`config.mk`:
```
export PLATFORM = sky130hd
export DESIGN_NAME = sac_ram
export DESIGN_NICKNAME = d
export VERILOG_FILES = /design/src/rtl/core/sac_ram.sv
export SDC_FILE = /design/constraint.sdc
export NUM_CORES = 1
export LEC_CHECK = 0
export BUFFER_PORTS_ARGS = -buffer_cell sky130_fd_sc_hd__buf_2
export CORE_ASPECT_RATIO = 0.9
export CORE_UTILIZATION = 48
export CTS_CLUSTER_DIAMETER = 120
export DETAILED_ROUTE_END_ITERATION = 10
export PLACE_DENSITY = 0.72
export SYNTH_ARGS = -nofsm -noshare
export SYNTH_HDL_FRONTEND = slang
export SYNTH_SLANG_ARGS = --single-unit
```
`constraint.sdc`:
```
create_clock -name clk -period 1.6 [get_ports clk]
set_clock_uncertainty 0.05 [all_clocks]
set_input_delay 0.4 -clock clk [delete_from_list [all_inputs] [get_ports clk]]
set_output_delay 0.4 -clock clk [all_outputs]
set_load 0.05 [all_outputs]
```
`src/rtl/core/sac_ram.sv`:
```
// ----------------------------------------------------------------------------
// sac_ram
// Generic memory, one write port, one registered read port.
// ----------------------------------------------------------------------------
module sac_ram #(
    parameter int WIDTH = 8,
    parameter int DEPTH = 4
) (
    input  logic                     clk,
    input  logic                     we,
    input  logic [$clog2(DEPTH)-1:0] waddr,
    input  logic [WIDTH-1:0]         wdata,
    input  logic [$clog2(DEPTH)-1:0] raddr,
    output logic [WIDTH-1:0]         rdata
);
    logic [WIDTH-1:0] mem_reg [DEPTH];

    // write and registered read
    always_ff @(posedge clk)
    begin
        if (we)
        begin
            mem_reg[waddr] <= wdata;
        end
        rdata <= mem_reg[raddr];
    end
endmodule

```
== After elaboration in Yosys (flattened, before gate mapping) ==
Memory sizes are Yosys's and may differ from the RTL's. A register that Yosys moved wholly into a read port is not among the register bits.
Index checks and enable logic that the tools add are counted.

* Flip-flop bits (word level): 0
* Memory bits (writable): 32
* Bits of input ports: 14
* Output and inout port bits: 8
* Memories: 1

* Mux-type cells: 2

{| class="wikitable"
|+ Memory list
! memory !! depth !! width !! read ports !! clocked after memory_dff !! wr ports !! line !! text
|-
| mem_reg || 4 || 8 || 1 || 1 || 1 || 16 || <nowiki>logic [WIDTH-1:0] mem_reg [DEPTH];</nowiki>
|}

{| class="wikitable"
|+ Operators by type and width
! cell !! number
|-
| two-way mux 1 bit || 2
|}

== Depth between registers and ports, before layout ==
* Depth in word-level cells: 2
* Mapped depth: 2

== Least setup slack after synthesis ==
OpenSTA, ideal clock, no wires.

* Path kind: input port to flip-flop
* Start point: in waddr[0]
* End point: mem mem_reg[0][0] (enable)
* Arrival: 1.079 ns
* Required time: 1.165 ns
* Path slack: 0.086 ns
* Stages on the path: 1
* Path buffers: 0
* Path through: nor3b_1

{| class="wikitable"
|+ RTL lines
! what !! line !! text
|-
| start, declared || 11 || <nowiki>input logic [$clog2(DEPTH)-1:0] waddr,</nowiki>
|-
| end, declared || 16 ||
|}

No word-level cell before the write port.

== Worst setup path in the final report ==
* Start point: reg rdata[5] (read register of mem_reg)
* End point: out rdata[5]

{| class="wikitable"
|+ RTL lines
! what !! line !! text
|-
| start, declared || 14 || <nowiki>output logic [WIDTH-1:0] rdata</nowiki>
|}

No word-level cell between the ends.

==> metrics.cfg <==
[worst_setup_path]
critical-path-max-stage-delay_ns = 0.35
crit_fanout = 1
critical_path_buf_inv_count = 1
timing.critical_path.required_ns = 1.15
critPathCaptureType = output port
crit_path_top_delay_cell = sky130_fd_sc_hd__dfxtp_1
timing.setup.critical_path_class = flop to output port
cpLargestDelayFamily = flip-flops
crit_arrival_ns = 0.94
path_cells = buf_2
start_kind = flop

[die]
row_count = 17
initial_utilization_pct = 52.8
dieWidth_um = 57.9
core_region_area_um2 = 2550
ioPinCount = 22
die_height_um = 52.3
dieArea_um2 = 3030

[timing]
worst_tran_pin_value_ns = 0.273
unrepaired_setup_endpoints_after_global_routing = no
worst_slack_ns = 0.210
final-setup-viol-count = 0
finalHoldViolations = 0
finalSetupTns_ns = 0
maxClockFrequency_ghz = 0.719
hold_slack_ns = 0.228
fin_crit_ns = 1.39
worst_slew_margin_rel_pct = 81.8
final.period_utilization_pct = 86.9
slew_violations = 0

[synth]
muxShareOfSynthArea_pct = 13.4
synth_compound_area_share_pct = 0
synth_async_sr_flop_share_pct = 0
synthXorXnorAreaFrac_pct = 0
synth-adder-area-share_pct = 0
yosys.area.top_type = sky130_fd_sc_hd__edfxtp_1
top_post_synthesis_cells_by_area = sky130_fd_sc_hd__edfxtp_1, sky130_fd_sc_hd__mux4_2, sky130_fd_sc_hd__dfxtp_1
synth.ff_latch_count = 40
synth-edff-count = 32
synth_nets = 68
mappedNetlistArea_um2 = 1350
yosysTopAreaCellShare_pct = 71.2
post_synth.cell_area_avg_um2 = 25.0
largest_family_of_logic_cells_by_synthesized_area = multiplexers
synth.yosys.seq_area_share_pct = 83.1
synth.most_common_cell = sky130_fd_sc_hd__edfxtp_1
postSynthCellCount = 54
netlist-cell-type-count = 8
top_cells_by_instance_count_after_synthesis = sky130_fd_sc_hd__edfxtp_1, sky130_fd_sc_hd__dfxtp_1, sky130_fd_sc_hd__mux4_2
synthSimpleGateAreaFrac_pct = 2.32
synth_ff_type = sky130_fd_sc_hd__edfxtp_1
yosys_warnings = 0

[global_route]
grtUsageTotal_pct = 15.7
grt_use_met1_pct = 16.9
grt_start_max_net_pins = 13
globalRoute.busiestLayer = met2
grt_util_met3_pct = 6.67
aggregate_global_routing_overflow = 0
groute.layer.met2.usage_pct = 27.0
grt_first_pass_wirelength_um = 3100
antenna_found_initial = 0
grt_pass1_vias = 673

[pwr]
max-vdd-ir-drop_uv = 547
sequentialPowerShare_pct = 60.1
intPower_mw = 1.57
power_switching_mw = 0.425
finalPower_mw = 1.99
p_leak_nw = 0.588
clkPwrFrac_pct = 30.7
pwr_density_cell_nw_per_um2 = 1250
switching_share_of_power_pct = 21.3
p_comb_share_pct = 9.2

[placement]
dpl_worst_slack_ns = 0.161
placed_cell_area_um2 = 1520
numPortBuffers = 21
gp_congestion = 0.635
dpl.hpwl_um = 1320
place.detailed.instances = 107

[clock_network]
cts_tree = built
clock_sink_count = 40
cts-htree-levels = 2
clkSlewWorstSetupHoldPaths_ns = 0.11
hold_buffers = 0
post_cts_resize_count = 0
clock_insertion_delay_worst_skew_ns = 0.33
cts-root-to-sink-buffers = 2
clock_tree.root_cell = sky130_fd_sc_hd__clkbuf_4
cts_post_setup_buffers_inserted = 0
tritoncts_buffers = 5

[detailed_routing]
post_drt_via_cell_ratio = 5.46
drtAntennaViolNets = 0
routed_wl_um = 1930
dr.first_iter.drc_count = 12
drt_first_pass_iters = 7
drt-wirelength-per-cell_um = 16.8
drc_violations = 2
vias = 628

[final_layout]
total_non_filler_cell_area_in_the_finished_layout_um2 = 1590
seqCellArea_um2 = 1120
nets = 100
n_fill_cell = 181
multi_input_combinational_cell_area_um2 = 211
area_delta_synth_final_pct = 18.1
layout-drive-gt1-share_pct = 47.1
largest_register_ff_count = 32
layout.cells.non_filler = 115
postLayoutCoreUtil_pct = 62.4
insertedDiodeCount = 0

[hold_path]
min_path_type = primary input to flop

[flow_run]
max_cap_viol_count = 0

[run_status]
violations = DRC
run_status = finished, violations left

power by group through the flow:
| stage | combinational (mW) | clock [mW] | sequential, mW |
|---|---|---|---|
| floorplan | 0.0537 | 0 | 1.29 |
| global placement | 0.181 | 0 | 1.22 |
| detailed placement | 0.185 | 0 | 1.22 |
| CTS | 0.185 | 0.628 | 1.20 |
| global route | 0.194 | 0.667 | 1.21 |
| finish | 0.183 | 0.611 | 1.20 |
worst paths after layout:
path	slack [ns]	end	cells past startpoint	startpoint
worst min-delay path	0.23	mem_reg[2][7]$_DFFE_PP_	1	wdata[7]
worst max register to register	0.56	rdata[1]$_DFF_P_	1	mem_reg[3][1]$_DFFE_PP_
worst max-delay path	0.21	rdata[5]	1	rdata[5]$_DFF_P_
worst min register to register	0.50	rdata[3]$_DFF_P_	1	mem_reg[0][3]$_DFFE_PP_
placed cells by master, fill, tap and decap left out:
| master | count |
|---|---|
| sky130_fd_sc_hd__clkbuf_4 | 5 |
| sky130_fd_sc_hd__dfxtp_1 | 8 |
| sky130_fd_sc_hd__nor3b_1 | 1 |
| sky130_fd_sc_hd__mux4_2 | 8 |
| sky130_fd_sc_hd__and3b_1 | 2 |
| sky130_fd_sc_hd__buf_4 | 6 |
| sky130_fd_sc_hd__buf_2 | 21 |
| sky130_fd_sc_hd__and3_1 | 1 |
| sky130_fd_sc_hd__bufinv_16 | 1 |
| sky130_fd_sc_hd__clkinv_1 | 2 |
| sky130_fd_sc_hd__edfxtp_1 | 32 |
area by class of cell:
class                   count  area share, %
multi-input cells          12           13.3
flip-flops and latches     40           70.4
clock inverters             3           2.36
repair buffers             27           9.43
clock buffers               5           2.36
well taps                  28           2.20
metal layers:
| metal | routed length, µm | vias to the layer above |
|---|---|---|
| met4 | 17 | 0 |
| met5 | 0 | - |
| met2 | 1010 | 20 |
| met1 | 797 | 316 |
| li1 | - | 289 |
| met3 | 100 | 3 |
cell families (layout without fill, tap and decap cells):
| kind of cell | Yosys count | after routing |
|---|---|---|
| buffers and inverters | 2 | 35 |
| DFF | 40 | 40 |
| and+or+nand+nor | 4 | 4 |
| muxes | 8 | 8 |
Note: power is estimated with default switching activity, not from simulation.
