<file path="config.mk">
export PLATFORM = sky130hd
export DESIGN_NAME = sac_front
export DESIGN_NICKNAME = d
export VERILOG_FILES = /design/src/rtl/core/sac_pkg.sv /design/src/rtl/core/sac_front.sv
export SDC_FILE = /design/constraint.sdc
export NUM_CORES = 1
export LEC_CHECK = 0
export BUFFER_PORTS_ARGS = -buffer_cell sky130_fd_sc_hd__clkbuf_2
export CAP_MARGIN = 15
export CORE_ASPECT_RATIO = 0.7
export CORE_UTILIZATION = 57
export CTS_CLUSTER_SIZE = 25
export DETAILED_ROUTE_END_ITERATION = 7
export GPL_ROUTABILITY_DRIVEN = 0
export PLACE_DENSITY = 0.92
export SLEW_MARGIN = 20
export SYNTH_ARGS = -nofsm -noshare
export SYNTH_HDL_FRONTEND = slang
export SYNTH_SLANG_ARGS = --single-unit
</file>
<file path="constraint.sdc">
create_clock -name clk -period 1.7 [get_ports clk]
set_input_delay 0.085 -clock clk [delete_from_list [all_inputs] [get_ports clk]]
set_output_delay 0.085 -clock clk [all_outputs]
set_load 0.005 [all_outputs]
</file>
<file path="src/rtl/core/sac_pkg.sv">
// ----------------------------------------------------------------------------
// sac_pkg
// Types and constants shared by the swept box collision core.
// ----------------------------------------------------------------------------
package sac_pkg;

    localparam int CB = 24;
    localparam int TF = 16;
    localparam int TB = TF + 8;
    localparam int DB = CB + 2;          // edge distance width
    localparam int QB = DB + TF;         // quotient magnitude width
    localparam logic [15:0] TOL_RESET = 16'd512;

    typedef struct packed {
        logic signed [CB-1:0] a_left;
        logic signed [CB-1:0] a_top;
        logic [CB-2:0]        a_width;
        logic [CB-2:0]        a_height;
        logic signed [CB-1:0] a_vel_x;
        logic signed [CB-1:0] a_vel_y;
        logic signed [CB-1:0] b_left;
        logic signed [CB-1:0] b_top;
        logic [CB-2:0]        b_width;
        logic [CB-2:0]        b_height;
        logic [TB-1:0]        frame_time;
    } in_item_t;

    typedef struct packed {
        logic [TB-1:0] entry_time;
        logic [1:0]    normal_x;
        logic [1:0]    normal_y;
    } out_item_t;

    // classified flags produced by the front end
    typedef struct packed {
        logic xov;
        logic yov;
        logic touch;      // boxes overlap edges included
        logic nb_down;    // A bottom near B top
        logic nb_up;      // A top near B bottom
        logic nb_right;   // A right near B left, inclusive
        logic nb_left_i;  // A left near B right, inclusive
        logic nb_left_x;  // A left near B right, strict
        logic vx_pos;
        logic vx_zero;
        logic vy_pos;
        logic vy_zero;
        logic [TB-1:0] ft;
    } cls_t;

    // division job: numerator distances and velocities
    typedef struct packed {
        cls_t                 cls;
        logic signed [DB-1:0] xin;
        logic signed [DB-1:0] xout;
        logic signed [DB-1:0] yin;
        logic signed [DB-1:0] yout;
        logic signed [CB-1:0] vx;
        logic signed [CB-1:0] vy;
    } job_t;

    localparam int JOB_W = $bits(job_t);

endpackage

</file>
<file path="src/rtl/core/sac_front.sv">
// ----------------------------------------------------------------------------
// sac_front
// Computes box edges, overlap and contact flags and the four distances.
// One registered stage.
// ----------------------------------------------------------------------------
module sac_front (
    input  logic                 clk,
    input  logic                 rst_n,
    input  logic                 in_valid,
    input  sac_pkg::in_item_t    item,
    input  logic [15:0]          tol,
    input  logic                 stall,
    output logic                 job_valid,
    output sac_pkg::job_t        job
);
    import sac_pkg::*;

    logic signed [DB-1:0] al, at, ar, ab, bl, bt, br, bb;
    logic signed [DB-1:0] tl;
    logic signed [DB-1:0] d_down, d_up, d_right, d_left;
    job_t job_next, job_reg;
    logic valid_reg;

    function automatic logic signed [DB-1:0] sabs(input logic signed [DB-1:0] v);
        sabs = v[DB-1] ? -v : v;
    endfunction

    // classify the pair
    always_comb
    begin
        al = DB'(item.a_left);
        at = DB'(item.a_top);
        ar = al + DB'({1'b0, item.a_width});
        ab = at - DB'({1'b0, item.a_height});
        bl = DB'(item.b_left);
        bt = DB'(item.b_top);
        br = bl + DB'({1'b0, item.b_width});
        bb = bt - DB'({1'b0, item.b_height});
        tl = DB'({1'b0, tol});
        d_down  = sabs(ab - bt);
        d_up    = sabs(at - bb);
        d_right = sabs(ar - bl);
        d_left  = sabs(al - br);
        job_next.cls.xov = !(ar <= bl || al >= br);
        job_next.cls.yov = !(ab >= bt || at <= bb);
        job_next.cls.touch = !(al > br || at < bb || ar < bl || ab > bt);
        job_next.cls.nb_down   = d_down <= tl;
        job_next.cls.nb_up     = d_up <= tl;
        job_next.cls.nb_right  = d_right <= tl;
        job_next.cls.nb_left_i = d_left <= tl;
        job_next.cls.nb_left_x = d_left < tl;
        job_next.cls.vx_pos  = !item.a_vel_x[CB-1] && (item.a_vel_x != '0);
        job_next.cls.vx_zero = item.a_vel_x == '0;
        job_next.cls.vy_pos  = !item.a_vel_y[CB-1] && (item.a_vel_y != '0);
        job_next.cls.vy_zero = item.a_vel_y == '0;
        job_next.cls.ft = item.frame_time;
        if (job_next.cls.vx_pos)
        begin
            job_next.xin = bl - ar;
            job_next.xout = br - al;
        end
        else
        begin
            job_next.xin = br - al;
            job_next.xout = bl - ar;
        end
        if (job_next.cls.vy_pos)
        begin
            job_next.yin = bb - at;
            job_next.yout = bt - ab;
        end
        else
        begin
            job_next.yin = bt - ab;
            job_next.yout = bb - at;
        end
        job_next.vx = item.a_vel_x;
        job_next.vy = item.a_vel_y;
    end

    // advance unless the back end holds
    always_ff @(posedge clk or negedge rst_n)
    begin
        if (!rst_n)
        begin
            valid_reg <= 1'b0;
        end
        else if (!stall)
        begin
            valid_reg <= in_valid;
        end
    end

    always_ff @(posedge clk)
    begin
        if (!stall)
        begin
            job_reg <= job_next;
        end
    end

    assign job_valid = valid_reg;
    assign job = job_reg;
endmodule

</file>
==> results of run 1 <==
## metal layers
layer | GRT overflow | global-route usage
met1 | 223 | 0.923
met2 | 1925 | 1.18
met3 | 202 | 0.884
met4 | 626 | 1.07
met5 | 29 | 0.728
## per-stage QoR
stage               TNS, ns  setup WS [ns]  hold WS, ns  utilization
CTS                 -208.84          -4.99       0.0945        0.927
detailed placement  -287.35          -6.16       -0.136        0.839
global placement    -259.98          -5.27       -0.140        0.839
floorplan           -457.19          -4.48       -0.211            -
## what timing repair did
action,4_1_cts
gates resized for setup,439
hold buffers,76
setup buffers,84
setup endpoints to repair,102
pin swaps,216
endpoints found under the hold margin,74
## logic make-up after synthesis
logic type	count (synthesis)	synth area share
AOI/OAI and AO/OA	928	0.231
xor gates and xnor gates	284	0.0925
adders and majority gates	376	0.177
buffers and inverters	463	0.0687
DFF	189	0.210
muxes	68	0.0273
and+or+nand+nor	1057	0.194
==> impl_metrics.json, run 1 <==
{
  "die_w_um": 262,
  "synthCells": 3365,
  "initial_core_util": 0.579,
  "dp_cells": 5475,
  "synth.avg_cell_area_um2": 8.03,
  "ys.flop_type": "edfxtp_1",
  "numCtsBuffers": 17,
  "synth_cell_type_count": 120,
  "grt_usage": 0.998,
  "syn_nets": 4021,
  "portBuffers": 468,
  "placed_area_um2": 39100,
  "htreeDepth": 4,
  "cts-root-buf": "clkbuf_16",
  "pin_count": 469,
  "stop_error": "[ERROR GRT-0116] Global routing finished with congestion. Check the congestion regions in the DRC Viewer.",
  "grt_max_degree": 63,
  "num_rows": 66,
  "grt_pass1_wl_um": 366000,
  "ys_warn_count": 0,
  "synth_top_area_share": 0.209,
  "yosysSeqAreaShare": 0.210,
  "die_y_um": 184,
  "synth_edf_count": 188,
  "grt_overflow": 3005,
  "synthTopCellsByArea": "edfxtp_1 (21%), ha_1 (17%), xnor2_1 (6.3%), inv_1 (4.7%), nand2_1 (4.5%)",
  "synth_top_area_cell": "edfxtp_1",
  "yosysMostFrequentCell": "ha_1",
  "synth_common_cells": "ha_1 (364), inv_1 (342), nand2_1 (323)",
  "netlist_area_um2": 27000,
  "ys_ff_latch": 189,
  "cts_buffer_depth": 2,
  "outcome": "aborted with a tool error",
  "grt_pass1_vias": 52300,
  "synthArstFlopShare": 0.00529,
  "clock-sinks": 189,
  "post-dp-hpwl_um": 110000,
  "haltStage": "global routing"
}
==> run 2: changes to the inputs <==
Settings changed: CORE_ASPECT_RATIO 0.7 to unset, CORE_UTILIZATION 57 to 40, CTS_CLUSTER_SIZE 25 to unset, PLACE_DENSITY 0.92 to unset, PLACE_DENSITY_LB_ADDON set to 0.15.
==> impl_metrics.json, run 2 <==
{
  "dp_cells": 5810,
  "power-per-cell-area_nw_per_um2": 1080,
  "final_max_slew_viol_count": 0,
  "die_y_um": 262,
  "required_ns": 2.07,
  "setup_viol": 108,
  "largest_reg_flops": 188,
  "vias": 31500,
  "grt_max_degree": 55,
  "final_antenna_net_count": 0,
  "antenna_found_initial": 0,
  "synth_edf_count": 188,
  "initial_core_util": 0.408,
  "num_antenna_cells": 0,
  "die_w_um": 262,
  "synth_top_area_share": 0.209,
  "yosysMostFrequentCell": "ha_1",
  "cts_buffer_depth": 2,
  "grt_overflow": 0,
  "outcome": "complete, but fails checks",
  "ys_warn_count": 0,
  "arrival_ns": 6.70,
  "tritoncts": "yes",
  "synthArstFlopShare": 0.00529,
  "layout_commonest_cell": "buf_4",
  "syn_to_final_growth_pct": 67.4,
  "finalNonFillerCells": 6048,
  "portBuffers": 468,
  "wl_per_cell_um": 17.5,
  "pre_cts_slack_ns": -5.40,
  "yosysSeqAreaShare": 0.210,
  "layout_common_cells": "buf_4 (1244), clkbuf_2 (461), ha_1 (323), inv_1 (316), nand2_1 (305)",
  "maxCapViolCount": 0,
  "drc": 0,
  "ys.flop_type": "edfxtp_1",
  "die_area_um2": 68600,
  "ys_ff_latch": 189,
  "grt_pass1_wl_um": 157000,
  "num_rows": 94,
  "synthTopCellsByArea": "edfxtp_1 (21%), ha_1 (17%), xnor2_1 (6.3%), inv_1 (4.7%), nand2_1 (4.5%)",
  "synth_common_cells": "ha_1 (364), inv_1 (342), nand2_1 (323)",
  "fin_hold_ws_ns": 0.0198,
  "synth_cell_type_count": 120,
  "clk_latency_ns": 0.50,
  "grt_usage": 0.290,
  "end_kind": "flip-flop",
  "power_leakage_nw": 22.6,
  "via_per_inst": 5.21,
  "syn_nets": 4021,
  "post-dp-hpwl_um": 84800,
  "crit_path_max_fanout": 5,
  "path_common_cell": "a21o_1",
  "rsz0062_at_grt": "yes",
  "ir_drop_mv": 0.597,
  "finalHoldViolations": 0,
  "synth.avg_cell_area_um2": 8.03,
  "skew_ns": 0,
  "min_path_type": "input port to flip-flop",
  "netlist_area_um2": 27000,
  "worst_slew_pin_slew_ns": 0.826,
  "finalWirelength_um": 106000,
  "clock-sinks": 189,
  "pin_count": 469,
  "firstDrtPassIters": 5,
  "cpPeakStageDelay_ns": 0.43,
  "clkSlewWorstSetupHoldPaths_ns": 0.08,
  "grt_pass1_vias": 31100,
  "layout_min_cycle_time_ns": 6.32,
  "layout_setup_ws_ns": -4.62,
  "synth_top_area_cell": "edfxtp_1",
  "core_area_um2": 66300,
  "start_kind": "input port",
  "postLayoutCellArea_um2": 45300,
  "cpMaxStageDelayCell": "or4_4",
  "numCtsBuffers": 17,
  "drive_above_1_share": 0.470,
  "relSlewSlack": 0.443,
  "violations": "setup timing",
  "htreeDepth": 4,
  "critical_path_class": "input port to flip-flop",
  "drt_iter0_markers": 1793,
  "cts-root-buf": "clkbuf_16",
  "synthCells": 3365,
  "placed_area_um2": 40100,
  "fmax_ghz": 0.158,
  "fin_crit_sh": 3.72,
  "fin_nets": 5827
}
-- run 2: cell counts after synthesis --
Identical to the previous run, type by type.
-- run 2: metrics by stage --
stage          power, mW  TNS (ns)  utilization
4_1_cts             45.8   -194.81        0.649
5_1_grt             52.2   -219.18        0.682
2_1_floorplan       25.1   -457.19            -
3_3_place_gp        38.8   -259.90        0.604
3_5_place_dp        39.2   -262.88        0.604
6_report            48.9   -205.29        0.682
-- run 2: where the power goes --
group / leakage, nW / switching, mW / internal (mW)
combinational: 20.4 / 18.5 / 19.1
sequential: 1.85 / 0.279 / 6.42
clock: 0.308 / 2.37 / 2.28
total: 22.6 / 21.2 / 27.8
-- run 2: cell families (layout without fill, tap and decap cells) --
kind of cell,Yosys count,count (layout),share of synthesized area
muxes,68,68,0.0273
adders and majority gates,376,376,0.177
and+or+nand+nor,1057,1057,0.194
DFF,189,189,0.210
AOI/OAI and AO/OA,928,928,0.231
xor gates and xnor gates,284,284,0.0925
buffers and inverters,463,2282,0.0687
-- run 2: metal layers --
metal / up-vias / global-route usage / wire, µm
li1: 15600 / - / -
met4: 0 / 0.111 / 4090
met2: 834 / 0.542 / 54600
met3: 194 / 0.0222 / 3740
met1: 14800 / 0.342 / 43200
met5: - / 0 / 0
-- run 2: critical path, delay by kind of cell --
family                   cells  cell delay [ns]
AO/OA/AOI/OAI               22             3.64
XOR/XNOR                     1             0.13
adder cells (fa/ha/maj)      3             0.94
buffers and inverters        2             0.25
AND/OR/NAND/NOR              9             1.62
-- run 2: repair_timing --
action | CTS | global route
gates cloned | 0 | 0
hold buffers | 78 | 3
pin swaps | 180 | 227
resized for setup | 238 | 346
endpoints found under the hold margin | 76 | 3
buffers inserted | 61 | 91
endpoints found under the setup margin | 102 | 114
-- run 2: final cells by class --
| cell class | count | area, µm² |
|---|---|---|
| Clock inverter | 15 | 220 |
| Multi-Input combinational cell | 2713 | 22600 |
| Clock buffer | 17 | 425 |
| Tap cell | 864 | 1080 |
| Fill cell | 5395 | 21100 |
| Timing Repair Buffer | 1905 | 13900 |
| Sequential cell | 189 | 5670 |
| Inverter | 345 | 1360 |
-- run 2: worst paths after layout --
kind,cells past startpoint,endpoint,from,slack [ns]
worst max-delay path,37,job[182]$_DFFE_PN_,item[237],-4.62
worst min-delay path,3,job[6]$_DFFE_PN_,item[124],0.02
worst max register to register,2,job_valid$_DFFE_PN0N_,job_valid$_DFFE_PN0N_,0.39
worst min register to register,2,job_valid$_DFFE_PN0N_,job_valid$_DFFE_PN0N_,1.07
max in group asynchronous,3,job_valid$_DFFE_PN0N_,rst_n,1.18
min in group asynchronous,3,job_valid$_DFFE_PN0N_,rst_n,0.41
Note: power is estimated with default switching activity, not from simulation.
==> run 3: changes to the inputs <==
Clock period 1.7 ns to 6.65 ns, I/O delays scaled along.
==> impl_metrics.json, run 3 (synthesis results as in run 2) <==
{
  "grt_pass1_wl_um": 146000,
  "fillers": 6559,
  "die_w_um": 262,
  "largest_reg_flops": 188,
  "initial_core_util": 0.408,
  "grt_pass1_vias": 27200,
  "portBuffers": 468,
  "relSlewSlack": 0.387,
  "cts-root-buf": "clkbuf_16",
  "grt_overflow": 0,
  "clkSlewWorstSetupHoldPaths_ns": 0.09,
  "setup_viol": 0,
  "drt_iter0_markers": 1741,
  "layout_setup_ws_ns": 0.0825,
  "outcome": "completed",
  "required_ns": 6.98,
  "fin_hold_ws_ns": 0.0356,
  "via_per_inst": 5.33,
  "layout_commonest_cell": "buf_4",
  "arrival_ns": 6.89,
  "grt_usage": 0.273,
  "finalHoldViolations": 0,
  "skew_ns": 0,
  "die_y_um": 262,
  "placed_area_um2": 33900,
  "wl_per_cell_um": 18.3,
  "fin_nets": 4992,
  "die_area_um2": 68600,
  "htreeDepth": 4,
  "ir_drop_mv": 0.242,
  "maxCapViolCount": 0,
  "drive_above_1_share": 0.294,
  "numCtsBuffers": 17,
  "post-dp-hpwl_um": 80600,
  "final_max_slew_viol_count": 0,
  "vias": 27800,
  "grt_max_degree": 117,
  "firstDrtPassIters": 6,
  "cpPeakStageDelay_ns": 0.42,
  "drc": 0,
  "num_antenna_cells": 0,
  "worst_slew_pin_slew_ns": 0.920,
  "cpMaxStageDelayCell": "o41a_1",
  "syn_to_final_growth_pct": 32.4,
  "layout_min_cycle_time_ns": 6.57,
  "post-route-util": 0.540,
  "tritoncts": "yes",
  "antenna_found_initial": 0,
  "postLayoutCellArea_um2": 35800,
  "fin_crit_sh": 0.988,
  "end_kind": "flip-flop",
  "cts_buffer_depth": 2,
  "power-per-cell-area_nw_per_um2": 284,
  "fin_total_pwr_mw": 10.2,
  "critPathBufInv": 4,
  "crit_path_max_fanout": 7,
  "clk_latency_ns": 0.50,
  "critical_path_class": "input port to flip-flop",
  "final_antenna_net_count": 0,
  "num_rows": 94,
  "layout_common_cells": "buf_4 (546), clkbuf_2 (464), ha_1 (356), inv_1 (334), nand2_1 (319)",
  "core_area_um2": 66300,
  "clock-sinks": 189,
  "finalWirelength_um": 95500,
  "start_kind": "input port",
  "pre_cts_slack_ns": -1.08,
  "crit_family": "compound AO/OA/AOI/OAI gates",
  "min_path_type": "input port to flip-flop",
  "rsz0062_at_grt": "yes",
  "pin_count": 469,
  "power_leakage_nw": 17.6,
  "fmax_ghz": 0.152
}
## run 3: through the flow
| step | TNS [ns] | cells |
|---|---|---|
| finish | 0 | 5212 |
| CTS | -0.157 | 5199 |
| detailed placement | -4.03 | 5107 |
| global placement | -3.68 | 5107 |
| global route | -0.731 | 5212 |
| floorplan | -0.0316 | 3365 |
## run 3: routing by layer
metal / track usage / vias up / share of wire
met5: 0 / - / 0
met1: 0.335 / 13000 / 0.44
li1: - / 14000 / -
met4: 0.0816 / 0 / 0.025
met2: 0.502 / 672 / 0.50
met3: 0.0235 / 105 / 0.035
## run 3: layout make-up
type                            count  area, µm²  area share
Clock buffer                       17        425      0.0119
Clock inverter                     14        218     0.00608
Inverter                          345       1310      0.0367
Multi-Input combinational cell   2713      20100       0.560
Sequential cell                   189       5670       0.158
Tap cell                          864       1080      0.0302
Timing Repair Buffer             1070       7040       0.197
## run 3: what timing repair did
action | in CTS | in global routing
hold buffers | 52 | 0
pin swaps | 59 | 102
endpoints found under the hold margin | 52 | 0
endpoints found under the setup margin | 5 | 5
buffers inserted | 9 | 13
gates resized for setup | 57 | 102
## run 3: worst paths after layout
check                                             end  slack, ns  cells past startpoint                  start
min in group asynchronous       job_valid$_DFFE_PN0N_       0.13                      2                  rst_n
max in group asynchronous       job_valid$_DFFE_PN0N_       6.43                      2                  rst_n
worst max-delay path               job[183]$_DFFE_PN_       0.08                     40               item[70]
worst max register to register  job_valid$_DFFE_PN0N_       5.88                      1  job_valid$_DFFE_PN0N_
worst min-delay path                job[35]$_DFFE_PN_       0.04                      1              item[153]
worst min register to register  job_valid$_DFFE_PN0N_       0.55                      1  job_valid$_DFFE_PN0N_
## run 3: power breakdown
part | internal [mW] | switching, mW | leakage (nW)
clock network | 0.583 | 0.599 | 0.311
registers | 1.64 | 0.0666 | 1.85
logic | 3.28 | 3.98 | 15.5
==> run 4: changes to the inputs <==
Settings changed: HOLD_SLACK_MARGIN set to 0.05.
==> impl_metrics.json, run 4 (synthesis results as in run 2) <==
{
  "outcome": "completed",
  "pin_count": 469,
  "power_leakage_nw": 17.7,
  "final_max_slew_viol_count": 0,
  "via_per_inst": 5.34,
  "hold_depth": 2,
  "combPwrFrac": 0.716,
  "setup_viol": 0,
  "rrSetupSlack_ns": 5.88,
  "num_antenna_cells": 0,
  "grt_pass1_vias": 27200,
  "grt_pass1_wl_um": 146000,
  "relSlewSlack": 0.387,
  "start_kind": "input port",
  "num_rows": 94,
  "clkSlewWorstSetupHoldPaths_ns": 0.09,
  "dr.max_layer_used": "met4",
  "die_y_um": 262,
  "worstRegToRegCells": 1,
  "clock-sinks": 189,
  "worst_slew_pin_slew_ns": 0.919,
  "post-dp-hpwl_um": 80600,
  "layout_commonest_cell": "buf_4",
  "fin_crit_sh": 0.994,
  "power-per-cell-area_nw_per_um2": 282,
  "fin_nets": 5014,
  "power_frac_clock": 0.116,
  "rsz0062_at_grt": "yes",
  "firstDrtPassIters": 6,
  "core_area_um2": 66300,
  "fmax_ghz": 0.151,
  "htreeDepth": 4,
  "layout_common_cells": "buf_4 (548), clkbuf_2 (464), ha_1 (356), inv_1 (334), nand2_1 (319)",
  "grt_max_degree": 117,
  "die_area_um2": 68600,
  "finalNonFillerCells": 5234,
  "initial_core_util": 0.408,
  "p_sw_mw": 4.65,
  "drc": 0,
  "final_antenna_net_count": 0,
  "cts-root-buf": "clkbuf_16",
  "critical_path_class": "input port to flip-flop",
  "layout_min_cycle_time_ns": 6.61,
  "largest_reg_flops": 188,
  "drt_iter0_markers": 1700,
  "ir_drop_mv": 0.241,
  "crit_path_max_fanout": 7,
  "antenna_found_initial": 0,
  "portBuffers": 468,
  "end_kind": "flip-flop",
  "skew_ns": 0,
  "wl_met2_um": 48500,
  "fin_total_pwr_mw": 10.2,
  "fillers": 6525,
  "die_w_um": 262,
  "internal_power_mw": 5.51,
  "finalWirelength_um": 95800,
  "arrival_ns": 6.93,
  "cts_buffer_depth": 2,
  "wl_met3_um": 3620,
  "tritoncts": "yes",
  "vias": 27900,
  "required_ns": 6.98,
  "drive_above_1_share": 0.293,
  "syn_to_final_growth_pct": 33.2,
  "cpMaxStageDelayCell": "a211o_4",
  "path_common_cell": "o21ai_2",
  "clk_latency_ns": 0.50,
  "numCtsBuffers": 17,
  "grt_overflow": 0,
  "maxCapViolCount": 0,
  "finalHoldViolations": 0,
  "dp_cells": 5107,
  "seqPwrFrac": 0.168,
  "wl_per_cell_um": 18.3,
  "swShare": 0.458,
  "grt_usage": 0.273,
  "wl_met1_um": 41400,
  "cpPeakStageDelay_ns": 0.33,
  "min_path_type": "input port to flip-flop"
}
==> run 4: cell types whose count changed in the layout (fill, tap and decap cells not counted) <==
cell	change
buf_6	-1
nor2_2	-1
dlygate4sd3_1	+21
buf_4	+2
nor2_1	+1
==> run 4: power by group through the flow <==
stage                     Clock [mW]  Combinational, mW  Sequential [mW]
final                           1.18               7.27             1.71
after global routing            1.24               7.97             1.73
after CTS                       1.21               7.07             1.71
after detailed placement           0               6.92             1.74
after global placement             0               6.88             1.73
after floorplan                    0               4.33             1.77
==> run 4: worst max-delay path: cells and delay by family <==
kind            cells  cell delay, ns
simple gates        6            0.84
mux                 1            0.32
xor+xnor            1            0.14
buf+inv             5            0.59
fa+ha+maj           3            0.81
compound gates     24            3.89
==> run 4: cell type report <==
| cell class | instances | area, µm² | area share |
|---|---|---|---|
| flip-flops and latches | 189 | 5670 | 0.157 |
| inverters | 345 | 1310 | 0.0364 |
| multi-input cells | 2713 | 20100 | 0.557 |
| clock inverters | 14 | 218 | 0.00604 |
| repair buffers | 1092 | 7250 | 0.201 |
| clock buffers | 17 | 425 | 0.0118 |
| well taps | 864 | 1080 | 0.0300 |
==> run 4: through the flow <==
stage	setup WS, ns	util	setup TNS (ns)	cell area (µm²)	hold WS (ns)
after floorplan	-0.0316	-	-0.0316	27100	0.0369
after global placement	-0.890	0.511	-3.68	33900	0.110
after detailed placement	-1.08	0.511	-4.03	33900	0.116
after CTS	-0.157	0.535	-0.157	35500	0.0818
after global routing	-0.280	0.543	-0.754	36000	0.0954
final	0.0420	0.543	0	36000	0.107
==> run 4: layer usage <==
metal / global-route usage / vias to the layer above
met5: 0 / -
met4: 0.0811 / 0
met3: 0.0241 / 105
met2: 0.503 / 695
met1: 0.335 / 13100
li1: - / 14000
==> run 4: worst paths after layout <==
| kind | start | to |
|---|---|---|
| setup / recovery | item[25] | job[183]$_DFFE_PN_ |
| hold / removal | in_valid | job_valid$_DFFE_PN0N_ |
| setup reg to reg | job_valid$_DFFE_PN0N_ | job_valid$_DFFE_PN0N_ |
| hold reg to reg | job_valid$_DFFE_PN0N_ | job_valid$_DFFE_PN0N_ |
| max in group asynchronous | rst_n | job_valid$_DFFE_PN0N_ |
| min in group asynchronous | rst_n | job_valid$_DFFE_PN0N_ |
==> run 4: what timing repair did <==
| action | CTS | global route |
|---|---|---|
| pin swaps | 59 | 102 |
| resized for setup | 57 | 101 |
| setup endpoints to repair | 5 | 5 |
| endpoints found under the hold margin | 73 | 0 |
| setup buffers | 9 | 14 |
| hold buffers | 73 | 0 |
